**src/rtl/cantp_pkg.sv**
```systemverilog
package cantp_pkg;

  localparam int S_TDATA_W = 80;
  localparam int M_TDATA_W = 96;

  localparam logic [10:0] PHYS_ID_RESET    = 11'h740;
  localparam logic [10:0] FUNC_ID_RESET    = 11'h7df;
  localparam logic [7:0]  BLOCK_SIZE_RESET = 8'd8;

  localparam logic [1:0] REG_PHYS_ID    = 2'd0;
  localparam logic [1:0] REG_FUNC_ID    = 2'd1;
  localparam logic [1:0] REG_BLOCK_SIZE = 2'd2;

  localparam logic [3:0] PCI_SF = 4'h0;
  localparam logic [3:0] PCI_FF = 4'h1;
  localparam logic [3:0] PCI_CF = 4'h2;
  localparam logic [3:0] PCI_FC = 4'h3;

  localparam logic [1:0] KIND_SF = 2'd0;
  localparam logic [1:0] KIND_FC = 2'd3;

  localparam logic [3:0] ST_OK        = 4'd0;
  localparam logic [3:0] ST_UNKNOWN   = 4'd1;
  localparam logic [3:0] ST_BUSY      = 4'd2;
  localparam logic [3:0] ST_BAD_LEN   = 4'd3;
  localparam logic [3:0] ST_OVERFLOW  = 4'd4;
  localparam logic [3:0] ST_WRONG_SEQ = 4'd5;
  localparam logic [3:0] ST_UNEXP     = 4'd6;
  localparam logic [3:0] ST_BAD_TYPE  = 4'd7;
  localparam logic [3:0] ST_FC        = 4'd8;

  localparam logic [1:0] FLOW_CTS = 2'd0;
  localparam logic [1:0] FLOW_OVF = 2'd2;

  localparam logic [2:0] OP_NONE   = 3'd0;
  localparam logic [2:0] OP_SF     = 3'd1;
  localparam logic [2:0] OP_FF     = 3'd2;
  localparam logic [2:0] OP_FF_OVF = 3'd3;
  localparam logic [2:0] OP_CF     = 3'd4;

  typedef struct packed {
    logic [2:0]  op;
    logic [3:0]  status;
    logic        ch;
    logic [1:0]  kind;
    logic        show_len;
    logic [3:0]  low;
    logic [11:0] len;
    logic [55:0] data;
  } cmd_t;

  typedef struct packed {
    logic [3:0]  status;
    logic        channel;
    logic [1:0]  frame_kind;
    logic        clear_buffer;
    logic [11:0] write_offset;
    logic [2:0]  write_count;
    logic [55:0] write_data;
    logic        msg_complete;
    logic [11:0] msg_length;
    logic        fc_send;
    logic [1:0]  fc_status;
  } res_t;

endpackage

```
**src/rtl/can_tp_rx_reassembly.sv**
```systemverilog
// receive side of the can transport layer, physical and functional channel
// s_* carries one received can frame per request, m_* one result per frame
// cfg_we/cfg_index/cfg_data write physical id, functional id and block size, a stmin write is ignored;
// the user must write them only while the block is idle, the block itself does not enforce it
// the front decodes id and protocol nibble and checks lengths and busy, a
// two-entry queue holds decoded frames, the back keeps per-channel length,
// count, sequence and block state and builds the result
// a frame is registered in a queue entry and then in the back's result register
// throughput: one frame per cycle while m_tready is high, as the back updates
// the channel state of each frame as it takes it
// reset: ids 0x740 and 0x7df, block size 8, both channels idle, queue and
// output register empty
// when m_tready is low the result holds, the queue fills and s_tready drops
// once both queue entries are taken
module can_tp_rx_reassembly import cantp_pkg::*; #(
  parameter int MAX_MSG_BYTES = 1024
) (
  input  logic                 clk,
  input  logic                 rst,
  input  logic                 cfg_we,
  input  logic [1:0]           cfg_index,
  input  logic [10:0]          cfg_data,
  input  logic                 s_tvalid,
  output logic                 s_tready,
  // can_id, dlc, payload, app_busy
  input  logic [S_TDATA_W-1:0] s_tdata,
  output logic                 m_tvalid,
  input  logic                 m_tready,
  // status, channel, clear_buffer, write_offset, write_count, write_data,
  // msg_complete, msg_length, fc_send, fc_status
  output logic [M_TDATA_W-1:0] m_tdata,
  // frame_kind
  output logic [1:0]           m_tuser
);

  cmd_t       front_cmd;
  cmd_t       queue_cmd;
  logic       queue_valid;
  logic       queue_ready;
  logic [7:0] block_size;
  res_t       res;

  cantp_front #(
    .MAX_MSG_BYTES(MAX_MSG_BYTES)
  ) u_front (
    .clk        (clk),
    .rst        (rst),
    .cfg_we     (cfg_we),
    .cfg_index  (cfg_index),
    .cfg_data   (cfg_data),
    .in_data    (s_tdata),
    .cmd        (front_cmd),
    .block_size (block_size)
  );

  cantp_queue u_queue (
    .clk       (clk),
    .rst       (rst),
    .in_valid  (s_tvalid),
    .in_ready  (s_tready),
    .in_cmd    (front_cmd),
    .out_valid (queue_valid),
    .out_ready (queue_ready),
    .out_cmd   (queue_cmd)
  );

  cantp_back u_back (
    .clk        (clk),
    .rst        (rst),
    .cmd_valid  (queue_valid),
    .cmd_ready  (queue_ready),
    .cmd        (queue_cmd),
    .block_size (block_size),
    .res_valid  (m_tvalid),
    .res_ready  (m_tready),
    .res        (res)
  );

  assign m_tdata = {3'b000, res.fc_status, res.fc_send, res.msg_length, res.msg_complete,
                    res.write_data, res.write_count, res.write_offset, res.clear_buffer,
                    res.channel, res.status};
  assign m_tuser = res.frame_kind;

endmodule

```
**src/rtl/cantp_front.sv**
```systemverilog
module cantp_front import cantp_pkg::*; #(
  parameter int MAX_MSG_BYTES = 1024
) (
  input  logic                 clk,
  input  logic                 rst,
  input  logic                 cfg_we,
  input  logic [1:0]           cfg_index,
  input  logic [10:0]          cfg_data,
  input  logic [S_TDATA_W-1:0] in_data,
  output cmd_t                 cmd,
  output logic [7:0]           block_size
);

  localparam logic [11:0] LEN_MAX = MAX_MSG_BYTES[11:0];

  logic [10:0] physical_id;
  logic [10:0] functional_id;

  logic [10:0] can_id;
  logic [3:0]  dlc;
  logic [63:0] payload;
  logic        app_busy;
  logic [3:0]  pci;
  logic [3:0]  low;
  logic [11:0] len;
  logic        phys_hit;
  logic        func_hit;
  logic        known;

  always_ff @(posedge clk) begin
    if (rst) begin
      physical_id   <= PHYS_ID_RESET;
      functional_id <= FUNC_ID_RESET;
      block_size    <= BLOCK_SIZE_RESET;
    end else if (cfg_we) begin
      case (cfg_index)
        REG_PHYS_ID:    physical_id   <= cfg_data;
        REG_FUNC_ID:    functional_id <= cfg_data;
        REG_BLOCK_SIZE: block_size    <= cfg_data[7:0];
        default: ; // stmin, not used here
      endcase
    end
  end

  assign can_id   = in_data[10:0];
  assign dlc      = in_data[14:11];
  assign payload  = in_data[78:15];
  assign app_busy = in_data[79];
  assign pci      = payload[63:60];
  assign low      = payload[59:56];
  assign len      = {low, payload[55:48]};
  assign phys_hit = (can_id == physical_id);
  assign func_hit = !phys_hit && (can_id == functional_id);
  assign known    = phys_hit || func_hit;

  always_comb begin
    cmd          = '0;
    cmd.op       = OP_NONE;
    cmd.status   = ST_OK;
    cmd.kind     = pci[1:0];
    cmd.low      = low;
    cmd.len      = len;
    cmd.data     = (pci == PCI_FF) ? {payload[47:0], 8'h00} : payload[55:0];
    if (pci > PCI_FC) begin
      cmd.status = ST_BAD_TYPE;
      cmd.kind   = KIND_SF;
    end else if (pci == PCI_FC) begin
      cmd.status   = ST_FC;
      cmd.ch       = func_hit;
      cmd.show_len = known;
    end else if (!known) begin
      cmd.status = ST_UNKNOWN;
    end else begin
      cmd.ch       = func_hit;
      cmd.show_len = 1'b1;
      case (pci)
        PCI_SF: begin
          if (app_busy) cmd.status = ST_BUSY;
          else if (low == 4'd0 || low >= 4'd8 || {1'b0, dlc} < ({1'b0, low} + 5'd1))
            cmd.status = ST_BAD_LEN;
          else cmd.op = OP_SF;
        end
        PCI_FF: begin
          if (func_hit) cmd.status = ST_UNEXP;
          else if (app_busy) cmd.status = ST_BUSY;
          else if (len < 12'd8) cmd.status = ST_BAD_LEN;
          else if (len > LEN_MAX) cmd.op = OP_FF_OVF;
          else cmd.op = OP_FF;
        end
        default: begin
          if (dlc < 4'd8) cmd.status = ST_BAD_LEN;
          else cmd.op = OP_CF;
        end
      endcase
    end
  end

endmodule

```
**src/rtl/cantp_queue.sv**
```systemverilog
module cantp_queue import cantp_pkg::*; (
  input  logic clk,
  input  logic rst,
  input  logic in_valid,
  output logic in_ready,
  input  cmd_t in_cmd,
  output logic out_valid,
  input  logic out_ready,
  output cmd_t out_cmd
);

  cmd_t       mem [2];
  logic       wr_ptr;
  logic       rd_ptr;
  logic [1:0] count;
  logic       push;
  logic       pop;

  assign in_ready  = (count != 2'd2);
  assign out_valid = (count != 2'd0);
  assign push      = in_valid && in_ready;
  assign pop       = out_valid && out_ready;
  assign out_cmd   = mem[rd_ptr];

  always_ff @(posedge clk) begin
    if (push) begin
      mem[wr_ptr] <= in_cmd;
    end
  end

  always_ff @(posedge clk) begin
    if (rst) begin
      wr_ptr <= 1'b0;
      rd_ptr <= 1'b0;
      count  <= 2'd0;
    end else begin
      if (push) wr_ptr <= !wr_ptr;
      if (pop) rd_ptr <= !rd_ptr;
      case ({push, pop})
        2'b10:   count <= count + 2'd1;
        2'b01:   count <= count - 2'd1;
        default: count <= count;
      endcase
    end
  end

endmodule

```
**src/rtl/cantp_back.sv**
```systemverilog
module cantp_back import cantp_pkg::*; (
  input  logic       clk,
  input  logic       rst,
  input  logic       cmd_valid,
  output logic       cmd_ready,
  input  cmd_t       cmd,
  input  logic [7:0] block_size,
  output logic       res_valid,
  input  logic       res_ready,
  output res_t       res
);

  logic [11:0] expected_length   [2];
  logic [11:0] received_count    [2];
  logic [3:0]  sequence_expected [2];
  logic [7:0]  block_counter     [2];
  logic [1:0]  flow_state        [2];

  logic [11:0] el;
  logic [11:0] rc;
  logic [3:0]  sq;
  logic [7:0]  bc;
  logic [1:0]  fs;
  logic [11:0] el_next;
  logic [11:0] rc_next;
  logic [3:0]  sq_next;
  logic [7:0]  bc_next;
  logic [1:0]  fs_next;
  logic [11:0] diff;
  logic [2:0]  rem;
  logic [7:0]  bc_inc;
  logic        take;
  res_t        r;

  function automatic logic [55:0] byte_mask(input logic [2:0] n);
    logic [55:0] m;
    m = '0;
    for (int k = 0; k < 7; k++) begin
      if (k < int'(n)) m[55-8*k -: 8] = 8'hff;
    end
    return m;
  endfunction

  assign cmd_ready = !res_valid || res_ready;
  assign take      = cmd_valid && cmd_ready;

  assign el     = expected_length[cmd.ch];
  assign rc     = received_count[cmd.ch];
  assign sq     = sequence_expected[cmd.ch];
  assign bc     = block_counter[cmd.ch];
  assign fs     = flow_state[cmd.ch];
  assign diff   = el - rc;
  assign rem    = (diff > 12'd7) ? 3'd7 : diff[2:0];
  assign bc_inc = bc + 8'd1;

  always_comb begin
    el_next = el;
    rc_next = rc;
    sq_next = sq;
    bc_next = bc;
    fs_next = fs;
    r            = '0;
    r.status     = cmd.status;
    r.channel    = cmd.ch;
    r.frame_kind = cmd.kind;
    case (cmd.op)
      OP_SF: begin
        el_next = {8'h00, cmd.low};
        rc_next = {8'h00, cmd.low};
        sq_next = 4'd0;
        bc_next = 8'd0;
        r.clear_buffer = 1'b1;
        r.write_count  = cmd.low[2:0];
        r.msg_complete = 1'b1;
      end
      OP_FF_OVF: begin
        el_next = '0;
        rc_next = '0;
        sq_next = '0;
        bc_next = '0;
        fs_next = FLOW_OVF;
        r.status       = ST_OVERFLOW;
        r.clear_buffer = 1'b1;
        r.fc_send      = 1'b1;
        r.fc_status    = FLOW_OVF;
      end
      OP_FF: begin
        el_next = cmd.len;
        rc_next = 12'd6;
        sq_next = 4'd1;
        bc_next = 8'd0;
        fs_next = FLOW_CTS;
        r.clear_buffer = 1'b1;
        r.write_count  = 3'd6;
        r.fc_send      = 1'b1;
        r.fc_status    = FLOW_CTS;
      end
      OP_CF: begin
        if (rc >= el) begin
          r.status = ST_UNEXP;
        end else if (cmd.low != sq) begin
          el_next = '0;
          rc_next = '0;
          sq_next = '0;
          bc_next = '0;
          r.status       = ST_WRONG_SEQ;
          r.clear_buffer = 1'b1;
        end else begin
          sq_next = sq + 4'd1;
          rc_next = rc + {9'd0, rem};
          bc_next = bc_inc;
          r.write_offset = rc;
          r.write_count  = rem;
          if (rc_next == el) begin
            r.msg_complete = 1'b1;
          end else if (block_size != 8'd0 && bc_inc == block_size) begin
            bc_next     = 8'd0;
            r.fc_send   = 1'b1;
            r.fc_status = fs;
          end
        end
      end
      default: ;
    endcase
    r.write_data = cmd.data & byte_mask(r.write_count);
    r.msg_length = cmd.show_len ? el_next : 12'd0;
  end

  always_ff @(posedge clk) begin
    if (rst) begin
      for (int i = 0; i < 2; i++) begin
        expected_length[i]   <= '0;
        received_count[i]    <= '0;
        sequence_expected[i] <= '0;
        block_counter[i]     <= '0;
        flow_state[i]        <= FLOW_CTS;
      end
    end else if (take) begin
      expected_length[cmd.ch]   <= el_next;
      received_count[cmd.ch]    <= rc_next;
      sequence_expected[cmd.ch] <= sq_next;
      block_counter[cmd.ch]     <= bc_next;
      flow_state[cmd.ch]        <= fs_next;
    end
  end

  always_ff @(posedge clk) begin
    if (rst) begin
      res_valid <= 1'b0;
    end else if (cmd_ready) begin
      res_valid <= cmd_valid;
    end
  end

  always_ff @(posedge clk) begin
    if (take) begin
      res <= r;
    end
  end

endmodule

```
**config.mk**
```make
export PLATFORM = sky130hd
export DESIGN_NAME = can_tp_rx_reassembly
export DESIGN_NICKNAME = d
export VERILOG_FILES = /design/src/rtl/cantp_pkg.sv /design/src/rtl/can_tp_rx_reassembly.sv /design/src/rtl/cantp_front.sv /design/src/rtl/cantp_queue.sv /design/src/rtl/cantp_back.sv
export SDC_FILE = /design/constraint.sdc
export NUM_CORES = 1
export LEC_CHECK = 0
export BUFFER_PORTS_ARGS = -buffer_cell sky130_fd_sc_hd__buf_2
export CAP_MARGIN = 5
export CORE_ASPECT_RATIO = 0.75
export CORE_MARGIN = 2
export CORE_UTILIZATION = 45
export CTS_BUF_LIST = sky130_fd_sc_hd__clkbuf_4 sky130_fd_sc_hd__clkbuf_8
export DETAILED_ROUTE_END_ITERATION = 12
export HOLD_SLACK_MARGIN = 0.05
export PLACE_DENSITY = 0.66
export SYNTH_ARGS = -nofsm -noshare
export SYNTH_HDL_FRONTEND = slang
export SYNTH_SLANG_ARGS = --single-unit
```
**constraint.sdc**
```tcl
create_clock -name clk -period 6.4 [get_ports clk]
set_clock_uncertainty 0.1 [all_clocks]
set_input_delay 0.32 -clock clk [delete_from_list [all_inputs] [get_ports clk]]
set_output_delay 0.32 -clock clk [all_outputs]
set_load 0.05 [all_outputs]
```
# Word-level counts from Yosys, hierarchy flattened
# Memories as Yosys holds them, arrays and structs flattened. A register that Yosys moved wholly into a read port is not among the register bits.
# Index checks and enable logic that the tools add are counted.
[classes]
n_addsub = 7
n_mul = 0
div_mod_pow = 0
order_cmp = 15
eq_ne = 16
shift = 0
mux = 92
n_bitwise = 2
reduce_logical = 29
[op_table]
columns = ["op", "count"]
rows = [
  ["$mux W8", 12],
  ["$pmux W12 S4", 2],
  ["$mux W12", 6],
  ["$and A56 B56 Y56", 1],
  ["$mux W56", 1],
  ["$mux W4", 10],
  ["$mux W3", 11],
  ["$mux W1", 31],
  ["$reduce_or A12 Y1", 2],
  ["$eq A11 B11 Y1", 2],
  ["$pmux W3 S3", 2],
  ["$mux W16", 1],
  ["$pmux W8 S2", 1],
  ["$mux W15", 1],
  ["$pmux W7 S2", 1],
  ["$add A12 B3 Y12", 1],
  ["$eq A12 B12 Y1", 1],
  ["$ge A12 B12 Y1", 1],
  ["$gt A12 B11 Y1 const B", 1],
  ["$gt A12 B3 Y1 const B", 1],
  ["$lt A12 B4 Y1 const B", 1],
  ["$mux W2", 6],
  ["$pmux W4 S3", 1],
  ["$sub A12 B12 Y12", 1],
  ["39 further kinds", 63],
]
[totals]
register_bits = 130
latchBits = 0
ramBits = 242
romBits = 0
word_cells = 185
n_memories = 6
[mem_list]
columns = ["name", "words", "width", "read_ports", "rd_clocked_by_memory_dff", "write_ports", "line_no", "source"]
rows = [
  ["u_queue.mem", 2, 83, 1, 1, 1, "cantp_queue.sv:12", "cmd_t mem [2];"],
  ["u_back.expected_length", 2, 12, 1, 0, 2, "cantp_back.sv:13", "logic [11:0] expected_length [2];"],
  ["u_back.received_count", 2, 12, 1, 0, 2, "cantp_back.sv:14", "logic [11:0] received_count [2];"],
  ["u_back.block_counter", 2, 8, 1, 0, 2, "cantp_back.sv:16", "logic [7:0] block_counter [2];"],
  ["u_back.sequence_expected", 2, 4, 1, 0, 2, "cantp_back.sv:15", "logic [3:0] sequence_expected [2];"],
  ["u_back.flow_state", 2, 2, 1, 0, 2, "cantp_back.sv:17", "logic [1:0] flow_state [2];"],
]

# Depth between registers and ports, before layout
# Gate-level depths: netlist of the first run.
# An unclocked memory read counts as a cell.
[logic_depth]
word_depth = 11
ltp_mapped = 34

# Hierarchy
# From an unflattened synthesis of the first run, not the netlist that was laid out.
[unflattened]
cells_unflattened = 1369
hier_area_um2 = 17900.9
[modules_own_cells]
columns = ["module", "instances", "cells_each", "area_each_um2", "seq_area_each_um2"]
rows = [
  ["cantp_back", 1, 793, 9167.5, 5154.9],
  ["cantp_queue", 1, 282, 6204.7, 5084.9],
  ["cantp_front", 1, 290, 2502.4, 600.6],
  ["can_tp_rx_reassembly", 1, 4, 26.3, 0.0],
]

# Least setup slack after synthesis of the first run
# No wires, ideal clock.
[synth_path]
path_kind = "register -> register"
startpoint = "register (tool-made name)"
endpoint = "memory u_back.block_counter[0][0], data pin"
setup_ns = 0.257
arrival_time_ns = 6.323
slack_ns = -0.280
stages_incl_launch_ff = 33
path_cell_list = "dfxtp_1 mux2i_2 inv_2 buf_6 buf_6 buf_2 buf_4 buf_2 buf_2 nand2_1 nand2_1 inv_1 ha_1 a21boi_0 o22ai_1 a22oi_1 a21oi_1 nor4b_1 o311ai_2 or4_4 nor2_1 xnor2_1 ha_1 a21o_1 a21oi_1 nor2_1 o21bai_1 mux4_2 nor3_4 nor4_4 or2_1 buf_4 a32o_1"
[synth_lines]
columns = ["element", "line_no"]
rows = [
  ["end, declared", "cantp_back.sv:16"],
]

==> results of run 1 <==
-- stage by stage --
stage / hold WS (ns) / utilization, % / cell area (sq um)
after detailed placement: 0.360 / 49.8 / 19000
after global routing: 0.0983 / 55.3 / 21200
after floorplan: 0.319 / - / 17500
after CTS: 0.0712 / 55.2 / 21100
after global placement: 0.355 / 49.8 / 19000
final: 0.107 / 55.3 / 21200
-- synthesized netlist by cell type, types with 23 or more instances --
| cell | instances | area, sq um |
|---|---|---|
| nor2_1 | 227 | 852 |
| nand3_1 | 29 | 145 |
| xor2_1 | 42 | 368 |
| inv_1 | 29 | 109 |
| edfxtp_1 | 329 | 9880 |
| a21oi_1 | 59 | 295 |
| nor3_1 | 25 | 125 |
| mux2i_1 | 104 | 1040 |
| o22ai_1 | 23 | 144 |
| nand2_1 | 284 | 1070 |
| o21ai_0 | 30 | 150 |
| dfxtp_1 | 36 | 721 |
| clkbuf_1 | 50 | 188 |
| xnor2_1 | 37 | 324 |
-- layer usage --
| layer | vias up | global-route usage, % |
|---|---|---|
| li1 | 6182 | - |
| met3 | 103 | 5.19 |
| met1 | 6309 | 32.4 |
| met4 | 0 | 8.82 |
| met2 | 552 | 33.9 |
| met5 | - | 0 |
-- worst min-delay path by stage --
stage	from	endpoint	slack, ns	cells past startpoint
after floorplan	s_tdata[63]	u_queue.mem[0][56]$_DFFE_PP_	0.32	0
after global placement	u_front.physical_id[5]$_SDFFE_PP0P_	u_front.physical_id[5]$_SDFFE_PP0P_	0.35	2
after detailed placement	u_front.physical_id[5]$_SDFFE_PP0P_	u_front.physical_id[5]$_SDFFE_PP0P_	0.36	2
after CTS	cfg_index[1]	u_front.physical_id[0]$_SDFFE_PP0P_	0.07	5
after global routing	cfg_index[1]	u_front.physical_id[0]$_SDFFE_PP0P_	0.1	5
final	cfg_index[1]	u_front.physical_id[0]$_SDFFE_PP0P_	0.11	5
-- worst min-delay path, stage by stage --
cell and delay, ns:
buf_2 0.11, nor3b_1 0.05, buf_4 0.17, nand2_1 0.07, a21oi_1 0.05
-- logic make-up after synthesis --
family / Yosys count
simple gates: 691
buf+inv: 95
other cells: 1
compound gates: 186
mux: 115
fa+ha+maj: 18
xor+xnor: 80
flops: 365
-- layout make-up --
class | instances | area, sq um
clock buffer | 76 | 933
multi-input combinational | 1093 | 6510
fill | 3246 | 17100
antenna | 4 | 10.0
inverter | 31 | 119
tap | 512 | 641
sequential | 365 | 10600
timing repair buffer | 314 | 2100
clock inverter | 26 | 243
-- flip-flops by register name, indices dropped and copies added, names as in the netlist, 4 cells and up, named ones only --
register,flops
u_queue.mem,158
u_back.res,95
u_back.expected_length,24
u_back.received_count,24
u_back.block_counter,16
u_front.functional_id,11
u_front.physical_id,11
u_back.sequence_expected,8
u_front.block_size,8
u_back.flow_state,4
-- where the power goes --
| group | total [mW] | switching (mW) | internal [mW] |
|---|---|---|---|
| sequential | 3.48 | 0.172 | 3.30 |
| combinational | 4.01 | 2.91 | 1.10 |
| clock | 2.05 | 0.936 | 1.11 |
| total | 9.53 | 4.01 | 5.52 |
-- what timing repair did --
item,in CTS,in global routing
endpoints found under the setup margin,0,18
hold buffers,91,0
endpoints found under the hold margin,183,0
resized for setup,0,3
setup buffers,0,2
==> out/metrics.cfg, run 1 <==
[synthesis]
synthCells=1551
ys_async_sr_fraction_pct=0
synth-xor-area-share_pct=4.09
netlist_area_sq_mm=0.0175
synth-seq-area-share_pct=60.7
yosysUniqueCellTypes=88
synth_seq_cells=365
synth_edf_count=329
synth_simple_gate_area_share_pct=17.7
synthAdderAreaFrac_pct=1.25
avgSynthCellArea_sq_um=11.3
synth_top_family_by_area=simple AND/OR/NAND/NOR gates
synth.area.mux_share_pct=6.77
synth_compound_area_share_pct=7.20
yosys_most_used_dff=edfxtp_1
ys_warn_count=0

[setup_path]
worstSetupPathType=flip-flop to flip-flop
crit_top_cell=ha_1
critPathBufInv=5
cp_max_fo=7
crit_slowest_cell=or4_4
slowest_delay_ns=0.60
start_kind=flip-flop
path_delay_family=simple AND/OR/NAND/NOR gates
arrival_ns=6.39
r2r_cells=28
reg2reg_slack_ns=0.37
cp_data_required_time_ns=6.76
endpoint=u_back.block_counter[1][1]$_SDFFCE_PN0P_
rr_endpoint=u_back.block_counter[1][1]$_SDFFCE_PN0P_
crit_path_end_kind=flip-flop
crit_cells=28

[routing]
wl_met3_um=3960
wl_met2_um=20400
drtAntennaViolNets=0
wirelength_um=46600
met1_length_um=20700
dr.pass1.iters=6
drt_iter0_drc=1181
route.top_layer_used=met4
via_count=13100
post-route-drc-count=0
wl_per_cell_um=19.3
viasPerCell=5.43

[timing]
setup_viol=0
slew_viol_final=0
worst_slack_ns=0.367
worst_pin_slew_ns=1.11
fin_crit_sh_pct=94.3
relSlewSlack_pct=25.7
hold_viol=0
tns_ns=0
fin_crit_ns=6.03
rsz0062_at_grt=false
max_freq_mhz=166

[flow_run]
max_cap_violations=0

[cts]
cts_tree=done
htreeDepth=2
root_buffer=clkbuf_8
cts.sinks=365
numCtsBuffers=57
clock_path_buffers=3
clkTransAtPathRegs_ns=0.07
clk_latency_ns=0.64

[outcome]
status=complete, no violations

[global_routing]
grt_use_total_pct=22.8
antenna_found_initial=4
grt-ovfl-total=0
grt_max_degree=58
grt_pass1_wl_um=71900
grt_pass1_vias=12900

[placement]
dp_slack_ns=0.247
detailed_place_hpwl_um=31500
gp_congestion=0.941
dp_cells=2222
io_buffers=194

[final_layout]
stdcell_count=2421
final_net_count=1975
final_cell_mix=329 x edfxtp_1, 283 x nand2_1, 225 x nor2_1
layout_commonest_cell=edfxtp_1
area_growth_pct=21.2
drive_gt1_share_pct=19.0

[power_and_ir_drop]
powerDensity_mw_per_mm2=451
p_total_mw=9.53
irDropWorstVdd_mv=0.193
power.leakage_nw=8.13

[floorplanning]
die_h_um=175
core_sq_mm=0.0382
start_util_pct=45.7
io_pins=198
rows=62
die_area_sq_mm=0.0404
fp.dieW_um=231

[min_path]
hp-class=input pin to flip-flop

Power figures use the tool's default switching activity.
==> inputs of run 2 (changes only) <==
--- a/config.mk
+++ b/config.mk
@@ -10,9 +10,9 @@
 export CORE_ASPECT_RATIO = 0.75
 export CORE_MARGIN = 2
-export CORE_UTILIZATION = 45
+export CORE_UTILIZATION = 25
 export CTS_BUF_LIST = sky130_fd_sc_hd__clkbuf_4 sky130_fd_sc_hd__clkbuf_8
+export CTS_CLUSTER_DIAMETER = 60
 export DETAILED_ROUTE_END_ITERATION = 12
 export HOLD_SLACK_MARGIN = 0.05
-export PLACE_DENSITY = 0.66
 export SYNTH_ARGS = -nofsm -noshare
 export SYNTH_HDL_FRONTEND = slang
==> constraint.sdc (replaced) <==
create_clock -name clk -period 6.4 [get_ports clk]
set_clock_uncertainty 0.1 [all_clocks]
set_input_delay 0.96 -clock clk [delete_from_list [all_inputs] [get_ports clk]]
set_output_delay 0.96 -clock clk [all_outputs]
set_load 0.05 [all_outputs]
==> run 2 against run 1 <==
- final cell count is 15% higher
- via count is 1.0% lower
- power is 4.4% higher
- register-to-register slack better by 0.07 ns
- setup slack better by 0.075 ns
- highest routed layer is now met5
==> out/metrics.cfg, run 2 (same netlist as run 1, synthesis figures left out) <==
[cts]
clock_path_buffers=3
numCtsBuffers=67
htreeDepth=3
cts_tree=done
cts.sinks=365
clkTransAtPathRegs_ns=0.06
root_buffer=clkbuf_8
clk_latency_ns=0.66

[floorplanning]
fp.dieW_um=309
core_sq_mm=0.0687
start_util_pct=25.4
io_pins=198
die_area_sq_mm=0.0720
rows=83
die_h_um=233

[power_and_ir_drop]
seq_power_share_pct=35.1
p_sw_share_pct=42.3
clkPwrFrac_pct=23.9
irDropWorstVdd_mv=0.261
net-switching-power_mw=4.21
comb_power_share_pct=40.9
power.leakage_nw=7.89
p_total_mw=9.96
powerDensity_mw_per_mm2=473
p_int_mw=5.74

[setup_path]
worstSetupPathType=flip-flop to flip-flop
start_kind=flip-flop
arrival_ns=6.27
cp_data_required_time_ns=6.71
crit_path_end_kind=flip-flop
cp_max_fo=7

[final_layout]
regMostFlops=u_queue.mem
largest_registers=u_queue.mem: 158 flops, u_back.res: 95 flops
largest_register_ffs=158
layout_commonest_cell=edfxtp_1
area_growth_pct=20.6
drive_gt1_share_pct=21.1
finalInstanceArea_sq_mm=0.0211
final_net_count=1901
final_cell_mix=329 x edfxtp_1, 283 x nand2_1, 225 x nor2_1
fill_cells=7155

[global_routing]
grt_pass1_vias=12500
grt_max_degree=64
antenna_found_initial=3
grt_pass1_wl_um=76600
grt-ovfl-total=0
grt_use_total_pct=14.1

[timing]
relSlewSlack_pct=19.8
setup_viol=0
slew_viol_final=0
max_freq_mhz=168
worst_pin_slew_ns=1.17
hold_viol=0
fin_crit_sh_pct=93.1
rsz0062_at_grt=false
fin_crit_ns=5.96
tns_ns=0

[outcome]
status=complete, no violations

[routing]
post-route-drc-count=0
dr.pass1.iters=5
wirelength_um=51800
viasPerCell=4.69
wl_per_cell_um=18.7
drtAntennaViolNets=0
via_count=13000
drt_iter0_drc=1233

[placement]
io_buffers=194
placed_area_sq_mm=0.0196
gp_congestion=0.952
detailed_place_hpwl_um=36600

[flow_run]
max_cap_violations=0

[min_path]
hp-class=flip-flop to flip-flop

[run 2: worst paths after layout]
path,from,endpoint,slack [ns],cells past startpoint
max,u_queue.mem[0][75]$_DFFE_PP_,u_back.block_counter[1][0]$_SDFFCE_PN0P_,0.44,26
min reg2reg,u_front.physical_id[4]$_SDFFE_PP0P_,u_front.physical_id[4]$_SDFFE_PP0P_,0.37,2
min,u_front.physical_id[4]$_SDFFE_PP0P_,u_front.physical_id[4]$_SDFFE_PP0P_,0.37,2
max reg2reg,u_queue.mem[0][75]$_DFFE_PP_,u_back.block_counter[1][0]$_SDFFCE_PN0P_,0.44,26
[run 2: repair_timing]
action / 4_1_cts / 5_1_grt
endpoints found under the setup margin: 0 / 19
resized for setup: 0 / 3
setup buffers: 0 / 2
hold buffers: 0 / 0
[run 2: cell type report]
cell class | instances | area [sq um] | area share, %
Antenna cell | 4 | 10.0 | 0.0475
Multi-Input combinational cell | 1093 | 6510 | 30.9
Clock buffer | 92 | 1140 | 5.42
Inverter | 31 | 119 | 0.565
Timing Repair Buffer | 230 | 1240 | 5.89
Tap cell | 935 | 1170 | 5.56
Clock inverter | 24 | 258 | 1.22
Sequential cell | 365 | 10600 | 50.4
[run 2: worst max-delay path, stage by stage (launching register included)]
cell and delay (ns):
edfxtp_1 0.43, mux2i_4 0.22, inv_2 0.09, mux2i_1 0.20, inv_1 0.11, ha_1 0.25, inv_1 0.08, ha_1 0.19
o21ai_1 0.11, a222oi_1 0.36, buf_4 0.18, a2111oi_2 0.04, nor4_1 0.25, o2111ai_1 0.26, or4_4 0.56, nor2_4 0.16
xnor2_1 0.09, ha_1 0.24, a21o_1 0.17, a21oi_1 0.11, nor2_1 0.07, o21bai_2 0.26, mux4_2 0.34, nor3_4 0.25
nor4_4 0.09, or2_4 0.28, a32o_1 0.23
[run 2: stage by stage]
step	utilization [%]	hold slack, ns	worst slack (ns)	instances
2_1_floorplan	-	0.348	0.0189	1553
3_3_place_gp	28.5	0.356	0.318	2652
3_5_place_dp	28.5	0.368	0.0945	2652
4_1_cts	30.6	0.371	0.0530	2768
5_1_grt	30.6	0.386	0.0560	2770
6_report	30.6	0.372	0.441	2774
[run 2: power by group through the flow]
stage / sequential (mW) / combinational (mW) / clock (mW)
6_report: 3.50 / 4.07 / 2.38
5_1_grt: 3.55 / 4.37 / 2.55
4_1_cts: 3.51 / 4.06 / 2.45
3_5_place_dp: 3.56 / 4.05 / 0
3_3_place_gp: 3.55 / 4.02 / 0
2_1_floorplan: 4.43 / 1.96 / 0
[run 2: layer usage]
metal | vias to the layer above | track usage (%) | wire length (um)
li1 | 6038 | - | -
met1 | 6344 | 20.4 | 24100
met2 | 548 | 19.7 | 21700
met3 | 82 | 4.50 | 4910
met4 | 2 | 4.34 | 1160
met5 | - | 0 | 13
==> inputs of run 3 (changes only) <==
CORE_UTILIZATION = 46   (was 25)
PLACE_DENSITY = 0.68   (was default)
==> run 3 against run 2 <==
- sequential share of layout area increased by 2.0 points
- final cell count decreased by 16%
- sequential cell count unchanged
- clock power decreased by 17%
- via count decreased by 1.3%
- largest cell class unchanged
==> out/metrics.cfg, run 3 (same netlist as run 1, synthesis figures left out) <==
[outcome]
status=complete, no violations

[timing]
slew_viol_final=0
worst_pin_slew_ns=1.16
setup_viol=0
fin_crit_ns=5.94
relSlewSlack_pct=23.0
tns_ns=0
worst_slack_ns=0.456
hold_viol=0
rsz0062_at_grt=false
max_freq_mhz=168
fin_crit_sh_pct=92.9

[setup_path]
rr_endpoint=u_back.res[0]$_DFFE_PP_
arrival_ns=6.26
worstSetupPathType=flip-flop to flip-flop
reg2reg_slack_ns=0.46
cp_data_required_time_ns=6.72
start_kind=flip-flop
r2r_cells=27
cp_max_fo=11
crit_path_end_kind=flip-flop

[routing]
post-route-drc-count=0
drt_iter0_drc=1276
wl_per_cell_um=19.4
drtAntennaViolNets=0
wirelength_um=45300
viasPerCell=5.51
dr.pass1.iters=6
via_count=12800

[final_layout]
drive_gt1_share_pct=20.5
regArea_sq_mm=0.0106
largest_registers=u_queue.mem: 158 flops, u_back.res: 95 flops
regMostFlops=u_queue.mem
final_net_count=1888
fill_cells=3310
layout_commonest_cell=edfxtp_1
multiInputGateArea_sq_mm=0.00652
final_cell_mix=329 x edfxtp_1, 283 x nand2_1, 225 x nor2_1
largest_register_ffs=158
area_growth_pct=15.9

[min_path]
hp-class=flip-flop to flip-flop
hold_start=u_front.physical_id[3]$_SDFFE_PP0P_
whs_endpoint=u_front.physical_id[3]$_SDFFE_PP0P_
holdPathStages=2

[power_and_ir_drop]
powerDensity_mw_per_mm2=464
irDropWorstVdd_mv=0.191
power.leakage_nw=7.76

[global_routing]
grt_pass1_vias=12300
grt_use_total_pct=22.5
grt_pass1_wl_um=69700
antenna_found_initial=14
grt_max_degree=65
grt-ovfl-total=0

[floorplanning]
core_sq_mm=0.0372
rows=61
die_area_sq_mm=0.0395
fp.dieW_um=229
die_h_um=173
start_util_pct=46.9
io_pins=198

[cts]
clock_path_buffers=3
htreeDepth=2
holdBufCountCts=0
cts_tree=done
root_buffer=clkbuf_8
clkTransAtPathRegs_ns=0.07
numCtsBuffers=57
cts.sinks=365
clk_latency_ns=0.62

[placement]
dp_slack_ns=0.0829
io_buffers=194
gp_congestion=0.910
detailed_place_hpwl_um=31600

[flow_run]
max_cap_violations=0

[run 3: worst max path at each step]
stage	start	to	slack, ns	depth (start not counted)
after floorplan	flip-flop	u_back.block_counter[0][0]$_SDFFCE_PN0P_	0.02	33
after global placement	flip-flop	u_back.res[1]$_DFFE_PP_	0.21	28
after detailed placement	flip-flop	u_back.res[1]$_DFFE_PP_	0.08	28
after CTS	flip-flop	u_back.res[1]$_DFFE_PP_	0.06	28
after global routing	flip-flop	u_back.block_counter[1][4]$_SDFFCE_PN0P_	0.04	30
final	flip-flop	u_back.res[0]$_DFFE_PP_	0.46	27
[run 3: per-layer routing]
layer / up-vias / GRT usage (%) / routed length [um]
li1: 6012 / - / -
met1: 6230 / 32.9 / 20500
met2: 506 / 32.3 / 19500
met3: 92 / 5.44 / 3830
met4: 8 / 8.47 / 1400
met5: - / 0 / 48
[run 3: what timing repair did]
item | in CTS | in global routing
setup endpoints to repair | 0 | 19
gates resized for setup | 0 | 4
endpoints found under the hold margin | 0 | 0
setup buffers | 0 | 4
[run 3: report_power, final]
part           switching (mW)  leakage (nW)  total [mW]  internal (mW)
clock network           0.896         0.613        1.97           1.07
logic                    2.88          3.65        3.95           1.07
registers               0.178          3.49        3.48           3.31
total                    3.95          7.76        9.40           5.45
[run 3: cell type report]
type | count | area share, %
antenna | 8 | 0.0989
clock buffer | 88 | 5.12
clock inverter | 14 | 0.501
inverter | 31 | 0.587
multi-input combinational | 1093 | 32.2
sequential | 365 | 52.4
tap | 504 | 3.12
timing repair buffer | 227 | 6.01
[run 3: critical path, cell delays in order (launching register included)]
cell and delay, ns:
dfxtp_4 0.37, mux2i_4 0.29, inv_2 0.08, buf_4 0.21, nand2_1 0.08, nand2_1 0.08
inv_1 0.10, ha_2 0.23, a21boi_0 0.10, o22ai_1 0.20, a22oi_2 0.12, buf_4 0.16
a221oi_1 0.33, xnor2_1 0.18, o311ai_2 0.18, or4_4 0.62, nor2_4 0.14, xnor2_1 0.08
ha_1 0.23, a21o_1 0.18, a21oi_1 0.12, nor2_1 0.06, o21bai_2 0.25, mux4_2 0.34
nor3_4 0.26, nor4_4 0.10, or2_4 0.28, a2111oi_4 0.29
[run 3: per-stage QoR]
stage	instances	area [sq um]	utilization (%)	hold WS (ns)	power, mW
2_1_floorplan	1553	17500	-	0.348	6.39
3_3_place_gp	2215	19000	51.1	0.356	7.41
3_5_place_dp	2215	19000	51.1	0.361	7.44
4_1_cts	2317	20200	54.2	0.368	9.42
5_1_grt	2329	20200	54.3	0.388	9.89
6_report	2330	20200	54.3	0.367	9.40
